File: config.mk
export PLATFORM = sky130hd
export DESIGN_NAME = mode_select_array_sorter
export DESIGN_NICKNAME = d
export VERILOG_FILES = /design/src/rtl/mss_pkg.sv /design/src/rtl/mss_ram.sv /design/src/rtl/mss_front.sv /design/src/rtl/mss_back.sv /design/src/rtl/mode_select_array_sorter.sv
export VERILOG_INCLUDE_DIRS = /design/src /design/src/rtl
export SDC_FILE = /design/constraint.sdc
export NUM_CORES = 2
export LEC_CHECK = 0
export BUFFER_PORTS_ARGS = -buffer_cell sky130_fd_sc_hd__clkbuf_2
export CAP_MARGIN = 20
export CORE_MARGIN = 4
export CORE_UTILIZATION = 25
export CTS_CLUSTER_SIZE = 30
export DETAILED_ROUTE_END_ITERATION = 10
export PLACE_DENSITY_LB_ADDON = 0.15
export SYNTH_ARGS = -nofsm -noshare
export SYNTH_HDL_FRONTEND = slang
export SYNTH_SLANG_ARGS = --single-unit
File: constraint.sdc
create_clock -name clk -period 11.65 [get_ports clk]
set_clock_uncertainty 0.2 [all_clocks]
set_input_delay 0.5825 -clock clk [delete_from_list [all_inputs] [get_ports clk]]
set_output_delay 0.5825 -clock clk [all_outputs]
set_load 0.05 [all_outputs]
File: src/rtl/assert_macros.svh
// Assertion macros used by the RTL of the sorter.
`ifndef ASSERT_MACROS_SVH
`define ASSERT_MACROS_SVH

// The consequent must hold in the same cycle as the antecedent.
`define ASSERT_IMPLIES(label, clk, rst_n, ante, cons, msg) \
	label: assert property (@(posedge clk) disable iff (!rst_n) (ante) |-> (cons)) \
		else $error(msg);

// The expression must never be true.
`define ASSERT_NEVER(label, clk, rst_n, expr, msg) \
	label: assert property (@(posedge clk) disable iff (!rst_n) !(expr)) else $error(msg);

`endif

File: src/rtl/mss_pkg.sv
`default_nettype none
package mss_pkg;

	localparam int MAX_ELEMS_DEF = 32;
	localparam int KEY_BITS_DEF  = 32;
	localparam int TAG_BITS      = 16;

	localparam logic REG_SORT_MODE      = 1'b0;
	localparam logic REG_COMPARE_SIGNED = 1'b1;

	typedef enum logic [1:0] {
		MODE_KEEP   = 2'd0,
		MODE_SELECT = 2'd1,
		MODE_BUBBLE = 2'd2,
		MODE_INSERT = 2'd3
	} sort_mode_t;

	typedef enum logic [3:0] {
		ST_IDLE,
		ST_SEL_RDI,
		ST_SEL_LDI,
		ST_SEL_SCAN,
		ST_SEL_WR_I,
		ST_SEL_WR_M,
		ST_INS_RD,
		ST_INS_LD,
		ST_INS_CMP,
		ST_INS_WR,
		ST_EMIT_RD,
		ST_EMIT_WAIT
	} back_state_t;

	typedef struct packed {
		logic signed [31:0] key;
		logic [15:0]        tag;
		logic               last;
	} in_item_t;

	typedef struct packed {
		logic signed [31:0] key_out;
		logic [15:0]        tag_out;
		logic               last_out;
		logic               overflow;
	} out_item_t;

endpackage
`default_nettype wire

File: src/rtl/mss_ram.sv
`default_nettype none
module mss_ram #(
	parameter int WIDTH = 48,
	parameter int DEPTH = 32
) (
	input  wire logic                     clk,
	input  wire logic                     we,
	input  wire logic [$clog2(DEPTH)-1:0] waddr,
	input  wire logic [WIDTH-1:0]         wdata,
	input  wire logic [$clog2(DEPTH)-1:0] raddr,
	output logic      [WIDTH-1:0]         rdata
);

	logic [WIDTH-1:0] mem_q [DEPTH];

	always_ff @(posedge clk) begin
		if (we) begin
			mem_q[waddr] <= wdata;
		end
		rdata <= mem_q[raddr];
	end

endmodule
`default_nettype wire

File: src/rtl/mss_front.sv
`default_nettype none
module mss_front import mss_pkg::*; #(
	parameter int KEY_BITS = KEY_BITS_DEF
) (
	input  wire logic                         clk,
	input  wire logic                         arst_n,
	input  wire logic                         in_valid,
	output logic                              in_ready,
	input  wire in_item_t                     in_data,
	output logic                              q_valid,
	input  wire logic                         q_pop,
	output logic [KEY_BITS+TAG_BITS:0]        q_data
);

	localparam int QW = KEY_BITS + TAG_BITS + 1;

	logic [QW-1:0] slot_q [2];
	logic          wr_ptr_q;
	logic          rd_ptr_q;
	logic [1:0]    fill_q;
	logic [63:0]   key_ext;
	logic [QW-1:0] entry;
	logic          push;

	// The key is sign-extended from 32 bits and kept in KEY_BITS bits.
	assign key_ext  = {{32{in_data.key[31]}}, in_data.key};
	assign entry    = {key_ext[KEY_BITS-1:0], in_data.tag, in_data.last};
	assign in_ready = (fill_q != 2'd2);
	assign push     = in_valid && in_ready;
	assign q_valid  = (fill_q != 2'd0);
	assign q_data   = slot_q[rd_ptr_q];

	always_ff @(posedge clk) begin
		if (push) begin
			slot_q[wr_ptr_q] <= entry;
		end
	end

	always_ff @(posedge clk or negedge arst_n) begin
		if (!arst_n) begin
			wr_ptr_q <= 1'b0;
			rd_ptr_q <= 1'b0;
			fill_q   <= 2'd0;
		end else begin
			if (push) begin
				wr_ptr_q <= !wr_ptr_q;
			end
			if (q_pop) begin
				rd_ptr_q <= !rd_ptr_q;
			end
			fill_q <= fill_q + 2'(push) - 2'(q_pop);
		end
	end

endmodule
`default_nettype wire

File: src/rtl/mss_back.sv
`default_nettype none
module mss_back import mss_pkg::*; #(
	parameter int MAX_ELEMS = MAX_ELEMS_DEF,
	parameter int KEY_BITS  = KEY_BITS_DEF
) (
	input  wire logic                      clk,
	input  wire logic                      arst_n,
	input  wire sort_mode_t                sort_mode,
	input  wire logic                      compare_signed,
	input  wire logic                      q_valid,
	output logic                           q_pop,
	input  wire logic [KEY_BITS+TAG_BITS:0] q_data,
	output logic                           out_valid,
	input  wire logic                      out_ready,
	output out_item_t                      out_data
);
	`include "assert_macros.svh"

	localparam int EW = KEY_BITS + TAG_BITS;
	localparam int CW = $clog2(MAX_ELEMS + 1);
	localparam int AW = $clog2(MAX_ELEMS);

	back_state_t   state_q, state_d;
	logic [CW-1:0] cnt_q, n_q, i_q, j_q, m_q;
	logic          drop_q;
	logic [EW-1:0] hold_q, min_q;
	logic          out_valid_q;
	out_item_t     out_q;

	logic          we;
	logic [AW-1:0] waddr, raddr;
	logic [EW-1:0] wdata, rdata;
	logic [CW-1:0] cnt_new;
	logic          store_ok, is_last, out_free, scan_gt, ins_gt;
	logic [63:0]   key_wide;

	function automatic logic key_gt(input logic [KEY_BITS-1:0] a,
		input logic [KEY_BITS-1:0] b, input logic sgn);
		logic [KEY_BITS-1:0] aa;
		logic [KEY_BITS-1:0] bb;
		aa = a;
		bb = b;
		aa[KEY_BITS-1] = a[KEY_BITS-1] ^ sgn;
		bb[KEY_BITS-1] = b[KEY_BITS-1] ^ sgn;
		return aa > bb;
	endfunction

	mss_ram #(.WIDTH(EW), .DEPTH(MAX_ELEMS)) u_store (
		.clk   (clk),
		.we    (we),
		.waddr (waddr),
		.wdata (wdata),
		.raddr (raddr),
		.rdata (rdata)
	);

	assign store_ok = (cnt_q < CW'(MAX_ELEMS));
	assign cnt_new  = store_ok ? cnt_q + CW'(1) : cnt_q;
	assign is_last  = q_data[0];
	assign out_free = !out_valid_q || out_ready;
	assign scan_gt  = key_gt(min_q[EW-1:TAG_BITS], rdata[EW-1:TAG_BITS], compare_signed);
	assign ins_gt   = key_gt(rdata[EW-1:TAG_BITS], hold_q[EW-1:TAG_BITS], compare_signed);
	assign key_wide = 64'(rdata[EW-1:TAG_BITS]);

	always_comb begin
		state_d = state_q;
		case (state_q)
			ST_IDLE: begin
				if (q_valid && is_last) begin
					if (cnt_new < CW'(2) || sort_mode == MODE_KEEP) begin
						state_d = ST_EMIT_RD;
					end else if (sort_mode == MODE_SELECT) begin
						state_d = ST_SEL_RDI;
					end else begin
						state_d = ST_INS_RD;
					end
				end
			end
			ST_SEL_RDI:  state_d = ST_SEL_LDI;
			ST_SEL_LDI:  state_d = ST_SEL_SCAN;
			ST_SEL_SCAN: begin
				if (j_q + CW'(1) >= n_q) begin
					state_d = ST_SEL_WR_I;
				end
			end
			ST_SEL_WR_I: state_d = ST_SEL_WR_M;
			ST_SEL_WR_M: begin
				state_d = (i_q + CW'(2) < n_q) ? ST_SEL_RDI : ST_EMIT_RD;
			end
			ST_INS_RD:   state_d = ST_INS_LD;
			ST_INS_LD:   state_d = ST_INS_CMP;
			ST_INS_CMP: begin
				if (!ins_gt || j_q == CW'(1)) begin
					state_d = ST_INS_WR;
				end
			end
			ST_INS_WR: begin
				state_d = (i_q + CW'(1) < n_q) ? ST_INS_RD : ST_EMIT_RD;
			end
			ST_EMIT_RD:  state_d = ST_EMIT_WAIT;
			ST_EMIT_WAIT: begin
				if (out_free) begin
					state_d = (i_q + CW'(1) == n_q) ? ST_IDLE : ST_EMIT_RD;
				end
			end
			default:     state_d = ST_IDLE;
		endcase
	end

	always_comb begin
		q_pop = 1'b0;
		we    = 1'b0;
		waddr = cnt_q[AW-1:0];
		wdata = q_data[EW:1];
		raddr = i_q[AW-1:0];
		case (state_q)
			ST_IDLE: begin
				q_pop = q_valid;
				we    = q_valid && store_ok;
			end
			ST_SEL_LDI: begin
				raddr = AW'(i_q + CW'(1));
			end
			ST_SEL_SCAN: begin
				raddr = AW'(j_q + CW'(1));
			end
			ST_SEL_WR_I: begin
				we    = 1'b1;
				waddr = i_q[AW-1:0];
				wdata = min_q;
			end
			ST_SEL_WR_M: begin
				we    = 1'b1;
				waddr = m_q[AW-1:0];
				wdata = hold_q;
			end
			ST_INS_LD: begin
				raddr = AW'(i_q - CW'(1));
			end
			ST_INS_CMP: begin
				we    = ins_gt;
				waddr = j_q[AW-1:0];
				wdata = rdata;
				raddr = AW'(j_q - CW'(2));
			end
			ST_INS_WR: begin
				we    = 1'b1;
				waddr = j_q[AW-1:0];
				wdata = hold_q;
			end
			default: begin
				raddr = i_q[AW-1:0];
			end
		endcase
	end

	always_ff @(posedge clk) begin
		case (state_q)
			ST_SEL_LDI: begin
				hold_q <= rdata;
				min_q  <= rdata;
			end
			ST_SEL_SCAN: begin
				if (scan_gt) begin
					min_q <= rdata;
				end
			end
			ST_INS_LD: begin
				hold_q <= rdata;
			end
			ST_EMIT_WAIT: begin
				if (out_free) begin
					out_q.key_out  <= key_wide[31:0];
					out_q.tag_out  <= rdata[TAG_BITS-1:0];
					out_q.last_out <= (i_q + CW'(1) == n_q);
					out_q.overflow <= drop_q;
				end
			end
			default: begin
				hold_q <= hold_q;
			end
		endcase
	end

	always_ff @(posedge clk or negedge arst_n) begin
		if (!arst_n) begin
			state_q     <= ST_IDLE;
			cnt_q       <= '0;
			n_q         <= '0;
			i_q         <= '0;
			j_q         <= '0;
			m_q         <= '0;
			drop_q      <= 1'b0;
			out_valid_q <= 1'b0;
		end else begin
			state_q <= state_d;
			if (state_q == ST_EMIT_WAIT && out_free) begin
				out_valid_q <= 1'b1;
			end else if (out_ready) begin
				out_valid_q <= 1'b0;
			end
			case (state_q)
				ST_IDLE: begin
					if (q_valid) begin
						cnt_q <= cnt_new;
						if (!store_ok) begin
							drop_q <= 1'b1;
						end
						n_q <= cnt_new;
						i_q <= (sort_mode == MODE_BUBBLE || sort_mode == MODE_INSERT)
							&& cnt_new >= CW'(2) ? CW'(1) : CW'(0);
					end
				end
				ST_SEL_LDI: begin
					m_q <= i_q;
					j_q <= i_q + CW'(1);
				end
				ST_SEL_SCAN: begin
					if (scan_gt) begin
						m_q <= j_q;
					end
					j_q <= j_q + CW'(1);
				end
				ST_SEL_WR_M: begin
					i_q <= (i_q + CW'(2) < n_q) ? i_q + CW'(1) : CW'(0);
				end
				ST_INS_LD: begin
					j_q <= i_q;
				end
				ST_INS_CMP: begin
					if (ins_gt) begin
						j_q <= j_q - CW'(1);
					end
				end
				ST_INS_WR: begin
					i_q <= (i_q + CW'(1) < n_q) ? i_q + CW'(1) : CW'(0);
				end
				ST_EMIT_WAIT: begin
					if (out_free) begin
						if (i_q + CW'(1) == n_q) begin
							cnt_q  <= '0;
							drop_q <= 1'b0;
							i_q    <= '0;
						end else begin
							i_q <= i_q + CW'(1);
						end
					end
				end
				default: begin
					cnt_q <= cnt_q;
				end
			endcase
		end
	end

	assign out_valid = out_valid_q;
	assign out_data  = out_q;

	`ASSERT_NEVER(a_cnt_bound, clk, arst_n, cnt_q > CW'(MAX_ELEMS), "element count beyond capacity")
	`ASSERT_IMPLIES(a_pop_idle, clk, arst_n, q_pop, state_q == ST_IDLE, "queue popped while busy")
	`ASSERT_IMPLIES(a_min_range, clk, arst_n, state_q == ST_SEL_WR_M, m_q < n_q && i_q <= m_q, "minimum index outside the unsorted range")

endmodule
`default_nettype wire

File: src/rtl/mode_select_array_sorter.sv
// Loading: one transfer per cycle into a two-entry queue while it is not full, one element per
// cycle into the store while the back end is idle. Sorting: selection mode runs a selection sort;
// bubble and insertion modes both run an insertion sort (quicker on ordered input), all limited
// by the single store read port. Emission: each sorted element is read from the store, then
// registered to the output while it is free. Reset clears all control state and loads
// sort_mode = 2 and compare_signed = 1; the element store is not cleared.
`default_nettype none
module mode_select_array_sorter import mss_pkg::*; #(
	parameter int MAX_ELEMS = MAX_ELEMS_DEF,
	parameter int KEY_BITS  = KEY_BITS_DEF
) (
	input  wire logic      clk,
	input  wire logic      arst_n,
	input  wire logic      in_valid,
	output logic           in_ready,
	input  wire in_item_t  in_data,
	output logic           out_valid,
	input  wire logic      out_ready,
	output out_item_t      out_data,
	input  wire logic      cfg_we,
	input  wire logic      cfg_index,
	input  wire logic [1:0] cfg_data
);

	sort_mode_t                  sort_mode_q;
	logic                        compare_signed_q;
	logic                        q_valid;
	logic                        q_pop;
	logic [KEY_BITS+TAG_BITS:0]  q_data;

	always_ff @(posedge clk or negedge arst_n) begin
		if (!arst_n) begin
			sort_mode_q      <= MODE_BUBBLE;
			compare_signed_q <= 1'b1;
		end else if (cfg_we) begin
			case (cfg_index)
				REG_SORT_MODE:      sort_mode_q      <= sort_mode_t'(cfg_data);
				REG_COMPARE_SIGNED: compare_signed_q <= cfg_data[0];
				default:            sort_mode_q      <= sort_mode_q;
			endcase
		end
	end

	mss_front #(.KEY_BITS(KEY_BITS)) u_front (
		.clk      (clk),
		.arst_n   (arst_n),
		.in_valid (in_valid),
		.in_ready (in_ready),
		.in_data  (in_data),
		.q_valid  (q_valid),
		.q_pop    (q_pop),
		.q_data   (q_data)
	);

	mss_back #(.MAX_ELEMS(MAX_ELEMS), .KEY_BITS(KEY_BITS)) u_back (
		.clk            (clk),
		.arst_n         (arst_n),
		.sort_mode      (sort_mode_q),
		.compare_signed (compare_signed_q),
		.q_valid        (q_valid),
		.q_pop          (q_pop),
		.q_data         (q_data),
		.out_valid      (out_valid),
		.out_ready      (out_ready),
		.out_data       (out_data)
	);

endmodule
`default_nettype wire
==> metrics <==
status finished, final reports clean; Leakage 0.0289 uW; initial core utilization 0.251; Worst Tran Pin Value 1.37 ns; Clk Latency, worst-skew pair 0.85 ns; WL/cell 25.8 um; FMAX 0.179 GHz; synthesized instance count 5210; layout cells sized above 1 0.110; crit path DAT 5.85 ns; Fillers 29.8k; Crit Path Class reg2reg; startpoint class of the critical path register; Crit Reg-Reg Startpoint u_back.state_q[1]$_DFFE_PN0P_; Core Box Area 297000 um^2; grt total ovfl 0; Max-slew headroom 0.0863; number of flops mapped to enable cells by yosys 1780; pin count of the biggest net entering global routing 148; unrepaired setup endpoints after global routing no; Total GRT Usage 0.155; reg2reg end u_back.u_store.rdata[25]$_DFF_P_; reg2reg path depth 9; r2r setup slk 6.05 ns; WL final 245 mm; root buffer cell clkbuf_16; postcts setup bufs 0; post-synthesis sequential area ratio 0.745; largest stage delay on the critical path 0.95 ns; FF+latch count, synth 1870; Hold Path Stages 4; DR vias 45.3k; area of the multi-input gates 17400 um^2; Max FO, Critical Path 67; Port Buffers 108; Data required, critical path 11.90 ns; nets@finish 5564; kind of cell adding the most delay to the critical path buffers and inverters; Distinct cells, synth 82; Inserted Clock Buffers 207; antenna violations before repair 17; Slew Viols, Final 0; Die Span Y 554 um; First DRT Iteration DRCs 4179; mapped cell area 74400 um^2; final count of negative-setup-slack endpoints 0; register area 55500 um^2; num rows 200; antenna viol nets, final 0; Syn Area/Cell 14.3 um^2; gpl congestion 0.773; slowest CP cell dfrtp_1; DRC 0; final core occ 0.293; Final HPWL DP 137 mm; Vias/cell 4.75; critical path capture point type register; Min-Delay Path Class in2reg; Num Clock Sinks 1870; number of global-route vias before repair 43.9k; deepest clock path buffer count 4; CP bufs+invs 2; pwr/cell area 327 nW/um^2; Placed Cells 9083; clk slew on worst S/H paths 0.06 ns; setup_tns 0 ns; Post-synth top flop edfxtp_1; area grow syn2layout 16.8%; H-tree depth 4; TritonCTS clock tree built; Die Wd 554 um; worst vdd ir 0.413 mV; die area 306000 um^2; crit-path cells nor2b_1 -> a311oi_1 -> o21ai_4 -> buf_4 -> buf_4 -> mux2i_1 -> a32oi_1 -> nand4_1 -> nand4_1; max-cap violations 0; Hold Fails Final Rpt 0; Final Instance Count excl. Fillers 9521; Final min period 5.60 ns; Syn Nets 5361; Hold Startpoint out_ready; Period Utilization, post-route 0.481; first-pass GRT wire length 347 mm; FFs w/ async S/R, synth 0.0225; synth warn 0; Hold EP u_back.state_q[3]$_DFFE_PN0P_; io pins 109; First-pass DRT Iterations 6
## final cells by class
cell class,count,area share
clock inverters,99,0.00799
repair buffers,311,0.0288
flip-flops and latches,1870,0.638
inverters,92,0.00397
multi-input cells,2931,0.200
clock buffers,273,0.0638
diodes,6,0.000173
well taps,3939,0.0567
## worst max-delay path by stage
stage | start | endpoint | slack [ns] | cells past startpoint
global placement | u_back.state_q[0]$_DFFE_PN0P_ | u_back.u_store.mem_q[4][35]$_DFFE_PP_ | 6.12 | 11
detailed placement | u_back.i_q[0]$_DFFE_PN0P_ | u_back.u_store.rdata[27]$_DFF_P_ | 6.08 | 11
global route | u_back.state_q[1]$_DFFE_PN0P_ | u_back.u_store.rdata[25]$_DFF_P_ | 5.76 | 9
floorplan | u_back.hold_q[23]$_DFFE_PP_ | u_back.u_store.mem_q[10][0]$_DFFE_PP_ | 5.48 | 10
CTS | u_back.i_q[0]$_DFFE_PN0P_ | u_back.u_store.rdata[27]$_DFF_P_ | 6.03 | 11
finish | u_back.state_q[1]$_DFFE_PN0P_ | u_back.u_store.rdata[25]$_DFF_P_ | 6.05 | 9
## logic make-up after synthesis
family | count (synthesis) | synth area share
multiplexers | 257 | 0.0350
AO/OA/AOI/OAI | 484 | 0.0505
adder cells (fa/ha/maj) | 94 | 0.0158
AND/OR/NAND/NOR | 2072 | 0.126
flip-flops | 1870 | 0.745
buffers and inverters | 409 | 0.0249
XOR/XNOR | 24 | 0.00282
## placed cells by master, fill, tap and decap left out, types with 49 or more instances in the layout
cell           count
a32oi_1          195
buf_4            125
clkbuf_1          57
clkbuf_16        209
clkbuf_2         108
clkinv_1          49
dlygate4sd3_1     57
edfxtp_1        1780
ha_1              94
inv_1             91
mux2i_1          247
nand2_1         1226
nand3_1          445
nand4_1          201
nand4b_1          51
o21ai_0           87
## registers in the layout, summed over array words and instances, names as in the netlist
signal	count
u_back.u_store.mem_q	1536
u_front.slot_q	98
u_back.out_data	50
u_back.hold_q	48
u_back.min_q	48
u_back.u_store.rdata	48
u_back.cnt_q	6
u_back.i_q	6
u_back.j_q	6
u_back.n_q	6
u_back.m_q	5
u_back.state_q	4
sort_mode_q	2
u_front.fill_q	2
compare_signed_q	1
u_back.drop_q	1
u_back.out_valid	1
u_front.rd_ptr_q	1
u_front.wr_ptr_q	1
## Yosys cell counts, drive strengths merged, types with 6 or more instances
cell type | n | area share
a21o | 20 | 0.0020
nor3 | 42 | 0.0028
nand4 | 201 | 0.017
xnor2 | 15 | 0.0018
mux2i | 247 | 0.033
a221o | 49 | 0.0066
nand2 | 1228 | 0.062
a21oi | 36 | 0.0025
a22oi | 10 | 0.0010
nor2 | 48 | 0.0025
dfrtp | 40 | 0.013
inv | 91 | 0.0046
a31oi | 9 | 0.00084
a32oi | 195 | 0.023
o21ai | 91 | 0.0062
dfxtp | 48 | 0.013
clkbuf | 83 | 0.0042
ha | 94 | 0.016
nand2b | 6 | 0.00050
and4 | 6 | 0.00071
nand4b | 51 | 0.0060
nor2b | 12 | 0.0010
buf | 234 | 0.016
o21a | 7 | 0.00071
nand3 | 445 | 0.030
mux2 | 10 | 0.0018
xor2 | 9 | 0.0011
edfxtp | 1780 | 0.72
o211ai | 11 | 0.0011
## per-layer routing
layer  track usage  wire [um]  up-vias
li1              -          -    20200
met1         0.234     121000    23600
met2         0.238     109000     1251
met3        0.0191      11800      269
met4        0.0302       4180        0
met5             0          0        -
## through the flow
step	hold slack [ns]	setup slack, ns	total power (uW)	instance area (um^2)
finish	0.0791	6.05	28400	86900
global route	0.0904	5.76	30000	86900
CTS	0.0434	6.03	28700	86800
detailed placement	0.251	6.08	22500	80000
global placement	0.241	6.12	22400	79800
floorplan	0.0869	5.48	17100	74400
## what timing repair did
action	in CTS	in global routing
gates resized for setup	0	0
hold buffers	57	0
hold endpoints to repair	143	0
## worst min-delay path, stage by stage
cell and delay [ns]:
clkbuf_2 0.08, nor2b_1 0.14, nand2_1 0.17, a31oi_1 0.09
## report_power, final
| group | switching, uW | total, uW | internal (uW) |
|---|---|---|---|
| clock | 2690 | 6170 | 3480 |
| sequential | 503 | 10100 | 9590 |
| combinational | 9070 | 12100 | 3060 |
(Power assumes the default switching activity.)
